--- config.mk ---
export PLATFORM = sky130hd
export DESIGN_NAME = banded_rms_level_meter
export DESIGN_NICKNAME = d
export VERILOG_FILES = /design/src/sv/brlm_pkg.sv /design/src/sv/brlm_rms_unit.sv /design/src/sv/brlm_level_mem.sv /design/src/sv/banded_rms_level_meter.sv
export SDC_FILE = /design/constraint.sdc
export NUM_CORES = 2
export LEC_CHECK = 0
export ABC_AREA = 1
export BUFFER_PORTS_ARGS = -buffer_cell sky130_fd_sc_hd__buf_2
export CAP_MARGIN = 20
export CORE_MARGIN = 2
export CORE_UTILIZATION = 60
export DETAILED_ROUTE_END_ITERATION = 6
export GPL_TIMING_DRIVEN = 0
export PLACE_DENSITY_LB_ADDON = 0.05
export SETUP_SLACK_MARGIN = 0.3
export SYNTH_ARGS = -nofsm -noshare
export SYNTH_HDL_FRONTEND = slang
export SYNTH_SLANG_ARGS = --single-unit
--- constraint.sdc ---
create_clock -name aclk -period 25.3 [get_ports aclk]
set_input_delay 1.265 -clock aclk [delete_from_list [all_inputs] [get_ports aclk]]
set_output_delay 1.265 -clock aclk [all_outputs]
set_load 0.02 [all_outputs]
--- src/sv/brlm_pkg.sv ---
// Package for the banded RMS level meter: types, constants and codes.
// No dependencies.
package brlm_pkg;
    localparam int LEVEL_W   = 16;
    localparam int SUM_W     = 42;
    localparam int GAIN_W    = 16;
    localparam int BSIZE_W   = 11;
    localparam int SAMPLE_W  = 16;
    localparam int DIVQ_W    = 55;   // quotient of (S << 13) / n
    localparam int ROOT_W    = 28;
    localparam logic [LEVEL_W-1:0] LEVEL_ONE = 16'd32768;
    // ceil(2^24 / 5), exact x / 5 for x below 2^22
    localparam logic [21:0] RECIP5_Q24 = 22'd3355444;

    localparam logic [1:0] REG_BLOCK_SIZE = 2'd0;
    localparam logic [1:0] REG_LEVEL_GAIN = 2'd1;
    localparam logic [1:0] REG_STEREO     = 2'd2;

    localparam logic OP_FRAME  = 1'b0;
    localparam logic OP_SILENT = 1'b1;

    typedef enum logic [3:0] {
        ST_IDLE,
        ST_DIV,
        ST_SQRT,
        ST_RD,
        ST_MUL,
        ST_SMOOTH,
        ST_WR,
        ST_OUT,
        ST_CLEAR
    } state_t;

    // close request to the math unit
    typedef struct packed {
        logic              start;
        logic [SUM_W-1:0]  sum;
        logic [BSIZE_W-1:0] count;
    } close_req_t;

    typedef struct packed {
        logic              done;
        logic [ROOT_W-1:0] root;
    } close_rsp_t;
endpackage

--- src/sv/brlm_rms_unit.sv ---
// Iterative divide and square root for one band close.
// Depends on brlm_pkg.
module brlm_rms_unit (
    input  logic                   aclk,
    input  logic                   aresetn,
    input  brlm_pkg::close_req_t   req,
    output brlm_pkg::close_rsp_t   rsp
);
    localparam int DW = brlm_pkg::DIVQ_W;
    localparam int RW = brlm_pkg::ROOT_W;

    typedef enum logic [1:0] {U_IDLE, U_DIV, U_SQRT, U_DONE} ustate_t;

    ustate_t                      st_reg, st_next;
    logic [DW-1:0]                num_reg, num_next;
    logic [brlm_pkg::BSIZE_W:0]   rem_reg, rem_next;
    logic [brlm_pkg::BSIZE_W-1:0] den_reg, den_next;
    logic [5:0]                   cnt_reg, cnt_next;
    logic [DW:0]                  sv_reg, sv_next;    // sqrt radicand, shifted out two bits per step
    logic [RW-1:0]                root_reg, root_next;
    logic [DW+1:0]                sq_rem_reg, sq_rem_next;
    logic [brlm_pkg::BSIZE_W:0]   rtrial;
    logic [DW+1:0]                strial;
    logic [DW+1:0]                sshift;

    always_ff @(posedge aclk) begin
        if (!aresetn) begin
            st_reg <= U_IDLE;
        end else begin
            st_reg <= st_next;
        end
        num_reg    <= num_next;
        rem_reg    <= rem_next;
        den_reg    <= den_next;
        cnt_reg    <= cnt_next;
        sv_reg     <= sv_next;
        root_reg   <= root_next;
        sq_rem_reg <= sq_rem_next;
    end

    always_comb begin
        st_next     = st_reg;
        num_next    = num_reg;
        rem_next    = rem_reg;
        den_next    = den_reg;
        cnt_next    = cnt_reg;
        sv_next     = sv_reg;
        root_next   = root_reg;
        sq_rem_next = sq_rem_reg;
        rtrial      = {rem_reg[brlm_pkg::BSIZE_W-1:0], num_reg[DW-1]};
        sshift      = {sq_rem_reg[DW-1:0], sv_reg[DW:DW-1]};
        strial      = {{(DW-RW){1'b0}}, root_reg, 2'b01};
        case (st_reg)
            U_IDLE: begin
                if (req.start) begin
                    num_next = {req.sum, 13'd0};
                    den_next = req.count;
                    rem_next = '0;
                    cnt_next = 6'(DW);
                    if (req.count == '0) begin
                        sv_next   = '0;
                        root_next = '0;
                        st_next   = U_DONE;
                    end else begin
                        st_next = U_DIV;
                    end
                end
            end
            U_DIV: begin
                if (rtrial >= {1'b0, den_reg}) begin
                    rem_next = rtrial - {1'b0, den_reg};
                    num_next = {num_reg[DW-2:0], 1'b1};
                end else begin
                    rem_next = rtrial;
                    num_next = {num_reg[DW-2:0], 1'b0};
                end
                cnt_next = cnt_reg - 6'd1;
                if (cnt_reg == 6'd1) begin
                    sv_next     = {1'b0, num_next};
                    root_next   = '0;
                    sq_rem_next = '0;
                    cnt_next    = 6'(RW);
                    st_next     = U_SQRT;
                end
            end
            U_SQRT: begin
                sv_next = {sv_reg[DW-2:0], 2'b00};
                if (sshift >= strial) begin
                    sq_rem_next = sshift - strial;
                    root_next   = {root_reg[RW-2:0], 1'b1};
                end else begin
                    sq_rem_next = sshift;
                    root_next   = {root_reg[RW-2:0], 1'b0};
                end
                cnt_next = cnt_reg - 6'd1;
                if (cnt_reg == 6'd1) st_next = U_DONE;
            end
            U_DONE: st_next = U_IDLE;
            default: st_next = U_IDLE;
        endcase
    end

    assign rsp.done = (st_reg == U_DONE);
    assign rsp.root = root_reg;
endmodule

--- src/sv/brlm_level_mem.sv ---
// Band level memory, one write port and one registered read port.
// Depends on brlm_pkg.
module brlm_level_mem #(
    parameter int DEPTH = 64,
    parameter int AW    = 6
) (
    input  logic                          aclk,
    input  logic                          we,
    input  logic [AW-1:0]                 waddr,
    input  logic [brlm_pkg::LEVEL_W-1:0]  wdata,
    input  logic [AW-1:0]                 raddr,
    output logic [brlm_pkg::LEVEL_W-1:0]  rdata
);
    logic [brlm_pkg::LEVEL_W-1:0] mem [DEPTH];

    always_ff @(posedge aclk) begin
        if (we) mem[waddr] <= wdata;
        rdata <= mem[raddr];
    end
endmodule

--- src/sv/banded_rms_level_meter.sv ---
// Banded RMS level meter, top level: sequencer, accumulator, output register.
// Depends on brlm_pkg, brlm_rms_unit, brlm_level_mem.
// A frame closing no band is taken one per cycle while idle; a band close with frames runs
// a 55-step divider, 28-step root, read-modify-write and output; an empty band at buffer end
// skips both. Silent packet: read, smooth, write, output per band. Write stalls on full m_.
// Reset: a clearing pass zeroes the whole level memory; s_tready low meanwhile.
module banded_rms_level_meter #(
    parameter int BAND_COUNT = 64,
    parameter int MAX_BLOCK  = 1024
) (
    input  logic        aclk,
    input  logic        aresetn,
    input  logic        s_tvalid,
    output logic        s_tready,
    input  logic [31:0] s_tdata,   // left_sample[15:0], right_sample[31:16]
    input  logic        s_tuser,   // operation
    input  logic        s_tlast,   // last_in_buffer
    output logic        m_tvalid,
    input  logic        m_tready,
    output logic [23:0] m_tdata,   // band_index[5:0], band_level[21:6], zero pad
    output logic        m_tlast,   // last_update
    input  logic        cfg_valid,
    output logic        cfg_ready,
    input  logic [1:0]  cfg_index,
    input  logic [15:0] cfg_data
);
    localparam int AW  = $clog2(BAND_COUNT);
    localparam int BW  = AW + 1;
    localparam int LW  = brlm_pkg::LEVEL_W;
    localparam int RW  = brlm_pkg::ROOT_W;

    brlm_pkg::state_t st_reg, st_next;

    logic [brlm_pkg::BSIZE_W-1:0] bsize_reg;
    logic [brlm_pkg::GAIN_W-1:0]  gain_reg;
    logic                         stereo_reg;

    logic [brlm_pkg::SUM_W-1:0]   sum_reg, sum_next;
    logic [brlm_pkg::BSIZE_W-1:0] frames_reg, frames_next;
    logic [BW-1:0]                band_reg, band_next;
    logic                         silent_reg, silent_next;
    logic                         flush_reg, flush_next;
    logic [AW-1:0]                addr_reg, addr_next;
    logic [RW+brlm_pkg::GAIN_W+1:0] prod_reg, prod_next;
    logic [LW-1:0]                lvl_reg, lvl_next;
    logic                         lastu_reg, lastu_next;

    logic                         ov_reg, ov_next;
    logic [AW-1:0]                oidx_reg, oidx_next;
    logic [LW-1:0]                olvl_reg, olvl_next;
    logic                         olast_reg, olast_next;

    brlm_pkg::close_req_t req;
    brlm_pkg::close_rsp_t rsp;
    logic                 mem_we;
    logic [LW-1:0]        mem_rdata;

    logic signed [15:0] l_s, r_s;
    logic [31:0]        l_sq, r_sq;
    logic [32:0]        energy;
    logic [brlm_pkg::SUM_W-1:0] sum_add;
    logic [brlm_pkg::BSIZE_W-1:0] eff, frames_inc;
    logic               accept, last_band_closing;
    logic [52:0]        num;
    logic [43:0]        qprod;
    logic [19:0]        quot;
    logic [RW+brlm_pkg::GAIN_W+3:0] p3;
    logic [17:0]        dec;

    assign accept    = s_tvalid && s_tready;
    assign cfg_ready = (st_reg != brlm_pkg::ST_CLEAR);
    assign l_s = s_tdata[15:0];
    assign r_s = s_tdata[31:16];
    assign l_sq = 32'($signed(l_s) * $signed(l_s));
    assign r_sq = 32'($signed(r_s) * $signed(r_s));
    assign energy = stereo_reg ? ({1'b0, l_sq} + {1'b0, r_sq}) : {l_sq, 1'b0};
    assign sum_add = sum_reg + brlm_pkg::SUM_W'(energy);
    assign frames_inc = frames_reg + 1'b1;
    always_comb begin
        eff = bsize_reg;
        if (eff == '0) eff = brlm_pkg::BSIZE_W'(1);
        if (32'(eff) > MAX_BLOCK) eff = brlm_pkg::BSIZE_W'(MAX_BLOCK);
    end
    assign last_band_closing = (band_reg == BW'(BAND_COUNT - 1));

    // level = floor(num / (10*2^19)) = floor((num >> 20) / 5); num stays below 2^41
    assign p3    = {prod_reg, 1'b0} + (RW+brlm_pkg::GAIN_W+4)'(prod_reg);
    assign num   = 53'(p3) + {8'd0, (26'(mem_rdata) * 26'd7), 19'd0} + (53'd5 << 19);
    assign qprod = 44'(num[41:20]) * 44'(brlm_pkg::RECIP5_Q24);
    assign quot  = qprod[43:24];
    assign dec   = ({2'b0, mem_rdata} + {1'b0, mem_rdata, 1'b0}) >> 2;

    assign req.start = (st_reg == brlm_pkg::ST_DIV);
    assign req.sum   = flush_reg && (frames_reg == '0) ? '0 : sum_reg;
    assign req.count = flush_reg && (frames_reg == '0) ? '0 : frames_reg;

    brlm_rms_unit u_rms (
        .aclk   (aclk),
        .aresetn(aresetn),
        .req    (req),
        .rsp    (rsp)
    );

    brlm_level_mem #(.DEPTH(BAND_COUNT), .AW(AW)) u_mem (
        .aclk (aclk),
        .we   (mem_we),
        .waddr(addr_reg),
        .wdata(st_reg == brlm_pkg::ST_CLEAR ? '0 : lvl_reg),
        .raddr(addr_reg),
        .rdata(mem_rdata)
    );

    always_ff @(posedge aclk) begin
        if (!aresetn) begin
            st_reg     <= brlm_pkg::ST_CLEAR;
            bsize_reg  <= 11'd16;
            gain_reg   <= 16'd6144;
            stereo_reg <= 1'b1;
            sum_reg    <= '0;
            frames_reg <= '0;
            band_reg   <= '0;
            addr_reg   <= '0;
            ov_reg     <= 1'b0;
            silent_reg <= 1'b0;
            flush_reg  <= 1'b0;
        end else begin
            st_reg     <= st_next;
            sum_reg    <= sum_next;
            frames_reg <= frames_next;
            band_reg   <= band_next;
            addr_reg   <= addr_next;
            ov_reg     <= ov_next;
            silent_reg <= silent_next;
            flush_reg  <= flush_next;
            if (cfg_valid && cfg_ready) begin
                case (cfg_index)
                    brlm_pkg::REG_BLOCK_SIZE: bsize_reg  <= cfg_data[10:0];
                    brlm_pkg::REG_LEVEL_GAIN: gain_reg   <= cfg_data;
                    brlm_pkg::REG_STEREO:     stereo_reg <= cfg_data[0];
                    default: ;
                endcase
            end
        end
        prod_reg  <= prod_next;
        lvl_reg   <= lvl_next;
        lastu_reg <= lastu_next;
        oidx_reg  <= oidx_next;
        olvl_reg  <= olvl_next;
        olast_reg <= olast_next;
    end

    always_comb begin
        st_next = st_reg;
        case (st_reg)
            brlm_pkg::ST_CLEAR:
                if (addr_reg == AW'(BAND_COUNT - 1)) st_next = brlm_pkg::ST_IDLE;
            brlm_pkg::ST_IDLE:
                if (accept) begin
                    if (s_tuser == brlm_pkg::OP_SILENT) st_next = brlm_pkg::ST_RD;
                    else if (band_reg < BW'(BAND_COUNT) && frames_inc >= eff)
                        st_next = brlm_pkg::ST_DIV;
                    else if (s_tlast) begin
                        st_next = band_reg < BW'(BAND_COUNT) ? brlm_pkg::ST_DIV
                                                             : brlm_pkg::ST_IDLE;
                    end
                end
            brlm_pkg::ST_DIV:    st_next = brlm_pkg::ST_SQRT;
            brlm_pkg::ST_SQRT:   if (rsp.done) st_next = brlm_pkg::ST_MUL;
            brlm_pkg::ST_MUL:    st_next = brlm_pkg::ST_RD;
            brlm_pkg::ST_RD:     st_next = brlm_pkg::ST_SMOOTH;
            brlm_pkg::ST_SMOOTH: st_next = brlm_pkg::ST_WR;
            brlm_pkg::ST_WR:     if (!ov_reg) st_next = brlm_pkg::ST_OUT;
            brlm_pkg::ST_OUT: begin
                if (lastu_reg) st_next = brlm_pkg::ST_IDLE;
                else if (silent_reg) st_next = brlm_pkg::ST_RD;
                else st_next = brlm_pkg::ST_DIV;
            end
            default: st_next = brlm_pkg::ST_IDLE;
        endcase
    end

    always_comb begin
        sum_next    = sum_reg;
        frames_next = frames_reg;
        band_next   = band_reg;
        addr_next   = addr_reg;
        silent_next = silent_reg;
        flush_next  = flush_reg;
        prod_next   = prod_reg;
        lvl_next    = lvl_reg;
        lastu_next  = lastu_reg;
        ov_next     = ov_reg && !m_tready;
        oidx_next   = oidx_reg;
        olvl_next   = olvl_reg;
        olast_next  = olast_reg;
        mem_we      = 1'b0;
        s_tready    = 1'b0;
        case (st_reg)
            brlm_pkg::ST_CLEAR: begin
                mem_we    = 1'b1;
                addr_next = addr_reg + 1'b1;
            end
            brlm_pkg::ST_IDLE: begin
                s_tready = 1'b1;
                if (accept) begin
                    silent_next = (s_tuser == brlm_pkg::OP_SILENT);
                    flush_next  = s_tlast;
                    addr_next   = band_reg[AW-1:0];
                    if (s_tuser == brlm_pkg::OP_SILENT) begin
                        addr_next  = '0;
                    end else begin
                        if (band_reg < BW'(BAND_COUNT)) begin
                            sum_next    = sum_add;
                            frames_next = frames_inc;
                        end
                        if (s_tlast && !(band_reg < BW'(BAND_COUNT))) begin
                            band_next   = '0;
                            sum_next    = '0;
                            frames_next = '0;
                        end
                    end
                end
            end
            brlm_pkg::ST_MUL:
                prod_next = (RW+brlm_pkg::GAIN_W+2)'(rsp.root)
                          * (RW+brlm_pkg::GAIN_W+2)'(gain_reg);
            brlm_pkg::ST_SMOOTH: begin
                if (silent_reg) lvl_next = LW'(dec);
                else lvl_next = quot > 20'(brlm_pkg::LEVEL_ONE) ? brlm_pkg::LEVEL_ONE
                                                                 : quot[LW-1:0];
                if (silent_reg) lastu_next = (addr_reg == AW'(BAND_COUNT - 1));
                else lastu_next = !flush_reg || last_band_closing;
            end
            brlm_pkg::ST_WR: begin
                if (!ov_reg) begin
                    mem_we     = 1'b1;
                    ov_next    = 1'b1;
                    oidx_next  = addr_reg;
                    olvl_next  = lvl_reg;
                    olast_next = lastu_reg;
                end
            end
            brlm_pkg::ST_OUT: begin
                addr_next = addr_reg + 1'b1;
                if (!silent_reg) begin
                    sum_next    = '0;
                    frames_next = '0;
                    band_next   = band_reg + 1'b1;
                    if (lastu_reg && flush_reg) band_next = '0;
                end
            end
            default: ;
        endcase
    end

    assign m_tvalid = ov_reg;
    assign m_tdata  = {2'b00, olvl_reg, 6'(oidx_reg)};
    assign m_tlast  = olast_reg;
endmodule

==> impl_metrics.prom <==
# TYPE chip_impl_metric gauge
chip_impl_metric{name="number_of_global_route_vias_before_repair",unit=""} 76700
chip_impl_metric{name="critical-path-max-stage-delay",unit="ns"} 0.62
chip_impl_info{name="root_buffer",value="sky130_fd_sc_hd__clkbuf_16"} 1
chip_impl_metric{name="vias",unit=""} 77400
chip_impl_metric{name="drt-total-wl",unit="mm"} 316
chip_impl_metric{name="grt_max_degree",unit=""} 45
chip_impl_metric{name="die-width",unit="um"} 422
chip_impl_metric{name="crit_arrival",unit="ns"} 12.85
chip_impl_metric{name="clock_latency_on_the_worst_skew_pair",unit="ns"} 0.85
chip_impl_info{name="yosys_most_used_dff",value="sky130_fd_sc_hd__edfxtp_1"} 1
chip_impl_info{name="hold_path.startpoint",value="addr_reg[2]$_SDFFE_PN0P_"} 1
chip_impl_metric{name="max_slew.worst_pin.slew",unit="ns"} 1.34
chip_impl_metric{name="buffer_ports.inserted",unit=""} 66
chip_impl_metric{name="placedInstanceArea",unit="um2"} 111000
chip_impl_metric{name="crit_path_max_fanout",unit=""} 10
chip_impl_metric{name="cp_data_required_time",unit="ns"} 25.94
chip_impl_metric{name="post-route-period-util",unit="%"} 48.2
chip_impl_metric{name="placementRows",unit=""} 153
chip_impl_info{name="cp_slowest_cell",value="sky130_fd_sc_hd__dfxtp_1"} 1
chip_impl_metric{name="place_hpwl",unit="mm"} 246
chip_impl_info{name="outcome",value="finished with violations"} 1
chip_impl_metric{name="yosys_warnings",unit=""} 0
chip_impl_info{name="path_common_cell",value="sky130_fd_sc_hd__nand2_1"} 1
chip_impl_info{name="cp_startpoint",value="u_mem.rdata[2]$_DFF_P_"} 1
chip_impl_metric{name="synth.avg_cell_area",unit="um2"} 10.2
chip_impl_metric{name="netlist_area",unit="um2"} 105000
chip_impl_metric{name="drv_cap",unit=""} 0
chip_impl_metric{name="fraction_of_the_yosys_area_taken_by_sequential_cells",unit="%"} 40.3
chip_impl_metric{name="worst_setup_hold_path_clk_slew",unit="ns"} 0.06
chip_impl_metric{name="headroom_to_the_max_slew_limit",unit="%"} 10.6
chip_impl_metric{name="drt-vias-per-instance",unit=""} 5.88
chip_impl_info{name="worst_setup_path_start_kind",value="register"} 1
chip_impl_info{name="end_kind",value="register"} 1
chip_impl_info{name="setup.worst_path.class",value="register to register"} 1
chip_impl_metric{name="detailed_routing_iteration_count_for_the_pre_antenna_repair_pass",unit=""} 7
chip_impl_metric{name="gp_congestion",unit=""} 0.970
chip_impl_metric{name="initial_antenna_violation_count",unit=""} 19
chip_impl_metric{name="initial_utilization",unit="%"} 60.4
chip_impl_metric{name="core_area",unit="um2"} 174000
chip_impl_metric{name="cts_resized",unit=""} 0
chip_impl_metric{name="layout-drive-gt1-share",unit="%"} 5.54
chip_impl_info{name="layout_common_cells",value="2043 x sky130_fd_sc_hd__inv_1, 1956 x sky130_fd_sc_hd__nand2_1, 1328 x sky130_fd_sc_hd__edfxtp_1"} 1
chip_impl_metric{name="wl_per_cell",unit="um"} 24.0
chip_impl_metric{name="flow.area_growth_from_synthesis",unit="%"} 10.5
chip_impl_metric{name="finalWorstPathRequiredPeriod",unit="ns"} 12.20
chip_impl_metric{name="max_clock_freq",unit="MHz"} 81.9
chip_impl_metric{name="clockBufferDepth",unit=""} 3
chip_impl_metric{name="setup-tns-final",unit="ns"} 0
chip_impl_metric{name="tritoncts_num_sinks",unit=""} 1447
chip_impl_metric{name="finalHoldViolations",unit=""} 0
chip_impl_metric{name="timing.clock.skew",unit="ns"} 0.0912
chip_impl_metric{name="max_reg_flops",unit=""} 1024
chip_impl_metric{name="drc",unit=""} 1
chip_impl_metric{name="timing.final.max_slew_violations",unit=""} 0
chip_impl_metric{name="antenna_left",unit=""} 0
chip_impl_metric{name="synth.ff_latch_count",unit=""} 1447
chip_impl_info{name="worstHoldPathType",value="register to register"} 1
chip_impl_metric{name="h-tree-depth",unit=""} 4
chip_impl_metric{name="grt.overflow.total",unit=""} 0
chip_impl_info{name="mostFrequentLayoutCell",value="sky130_fd_sc_hd__inv_1"} 1
chip_impl_metric{name="cts_inserted_buffers",unit=""} 148
chip_impl_metric{name="fin_nets",unit=""} 12500
chip_impl_info{name="violations_in_the_final_reports",value="DRC"} 1
chip_impl_metric{name="grt_usage",unit="%"} 35.5
chip_impl_metric{name="die_y",unit="um"} 422
chip_impl_metric{name="design.die.area",unit="um2"} 178000
chip_impl_metric{name="synth_edf_count",unit=""} 1328
chip_impl_metric{name="syn-instance-count",unit=""} 10300
chip_impl_metric{name="cts_hold_buf",unit=""} 0
chip_impl_metric{name="drt_first_iter_violations",unit=""} 9222
chip_impl_metric{name="netlist-cell-type-count",unit=""} 71
chip_impl_metric{name="wire_length_of_the_first_global_routing_pass",unit="mm"} 470
chip_impl_metric{name="post_cts_buffers",unit=""} 0
chip_impl_info{name="cts_tree",value="done"} 1
chip_impl_metric{name="timing.final.setup_violations",unit=""} 0
chip_impl_info{name="grt_setup_unrepaired",value="no"} 1
chip_impl_info{name="r2r_start",value="u_mem.rdata[2]$_DFF_P_"} 1
chip_impl_metric{name="floorplan.io_pins",unit=""} 85
chip_impl_metric{name="ys_async_sr_fraction",unit="%"} 0
chip_impl_metric{name="postLayoutCellArea",unit="um2"} 116000
[per-stage QoR]
| stage | cells | worst slack, ns | util, % | hold WS [ns] |
|---|---|---|---|---|
| floorplan | 10300 | 14.97 | - | 0.406 |
| global placement | 12700 | 13.22 | 62.3 | 0.413 |
| detailed placement | 12900 | 13.15 | 63.9 | 0.418 |
| CTS | 13100 | 13.09 | 66.7 | 0.431 |
| global route | 13100 | 12.17 | 66.7 | 0.448 |
| finish | 13200 | 13.10 | 66.7 | 0.435 |
[per-layer routing]
metal	global-route usage, %	part of all wire [%]	vias up
met2	55.3	46	4134
li1	-	-	34500
met5	0	0.0070	-
met3	8.41	11	852
met4	17.0	5.6	4
met1	47.1	38	37900
[final cells by class]
| cell class | instances | area [um2] |
|---|---|---|
| Tap cell | 2325 | 2910 |
| Timing Repair Buffer | 214 | 2850 |
| Sequential cell | 1447 | 42300 |
| Buffer | 377 | 1460 |
| Fill cell | 13700 | 57800 |
| Inverter | 2053 | 7710 |
| Antenna cell | 12 | 30.0 |
| Clock inverter | 90 | 968 |
| Clock buffer | 184 | 3910 |
| Multi-Input combinational cell | 6452 | 53900 |
[worst max-delay path, delay by kind of cell, from the launching register on]
family | cells | cell delay, ns
DFF | 1 | 0.62
AOI/OAI and AO/OA | 11 | 2.09
adders and majority gates | 13 | 5.54
buffers and inverters | 5 | 0.43
xor gates and xnor gates | 1 | 0.23
and+or+nand+nor | 28 | 3.17
[cells by family after synthesis]
kind of cell | Yosys count | share of synthesized area [%]
simple gates | 2871 | 11.1
compound gates | 1547 | 9.24
other cells | 1 | 0.00357
buf+inv | 2430 | 8.72
fa+ha+maj | 1773 | 28.5
flops | 1447 | 40.3
xor+xnor | 259 | 2.16
[final timing paths]
kind	cells after the start	slack, ns	endpoint
setup / recovery	58	13.10	lvl_reg[4]$_DFFE_PP_
hold / removal	0	0.43	oidx_reg[2]$_DFFE_PP_
setup reg to reg	58	13.10	lvl_reg[4]$_DFFE_PP_
hold reg to reg	0	0.43	oidx_reg[2]$_DFFE_PP_
[Yosys cell counts (5+ instances only)]
cell                       number  area, um2
sky130_fd_sc_hd__o21bai_1      15        113
sky130_fd_sc_hd__buf_2          6       30.0
sky130_fd_sc_hd__a21boi_0      11       82.6
sky130_fd_sc_hd__clkbuf_1     297       1110
sky130_fd_sc_hd__nor2_1       497       1870
sky130_fd_sc_hd__ha_1         738       9230
sky130_fd_sc_hd__inv_1       2043       7670
sky130_fd_sc_hd__dfxtp_1      119       2380
sky130_fd_sc_hd__o21ai_1       27        135
sky130_fd_sc_hd__nand2_2        6       37.5
sky130_fd_sc_hd__a21oi_1      564       2820
sky130_fd_sc_hd__clkinv_1       7       26.3
sky130_fd_sc_hd__fa_1        1035      20700
sky130_fd_sc_hd__edfxtp_1    1328      39900
sky130_fd_sc_hd__a22oi_1      166       1250
sky130_fd_sc_hd__a2111o_1       5       56.3
sky130_fd_sc_hd__or2_2         32        200
sky130_fd_sc_hd__a41oi_1        5       43.8
sky130_fd_sc_hd__xor2_1       150       1310
sky130_fd_sc_hd__o21ai_0      315       1580
sky130_fd_sc_hd__a21o_1        22        165
sky130_fd_sc_hd__nand3b_1       8       60.1
sky130_fd_sc_hd__a21boi_2       6       67.6
sky130_fd_sc_hd__a22o_1       127       1110
sky130_fd_sc_hd__nand4_1      146        913
sky130_fd_sc_hd__o31ai_1       14        105
sky130_fd_sc_hd__buf_1         69        259
sky130_fd_sc_hd__o21a_1        17        128
sky130_fd_sc_hd__nand2_1     1956       7340
sky130_fd_sc_hd__nand3_1      137        686
sky130_fd_sc_hd__a211oi_1      14        105
sky130_fd_sc_hd__a21boi_1       6       45.0
sky130_fd_sc_hd__nor3_1        51        255
sky130_fd_sc_hd__xnor2_1      109        955
sky130_fd_sc_hd__a31oi_1       59        369
sky130_fd_sc_hd__nor4_1        19        119
sky130_fd_sc_hd__a221oi_1     126       1100
sky130_fd_sc_hd__o21ai_2        6       52.6
sky130_fd_sc_hd__o211ai_1      11       82.6
Power is not shown: default switching activity piles up to over one toggle a cycle in this logic, so the estimate is an artifact.
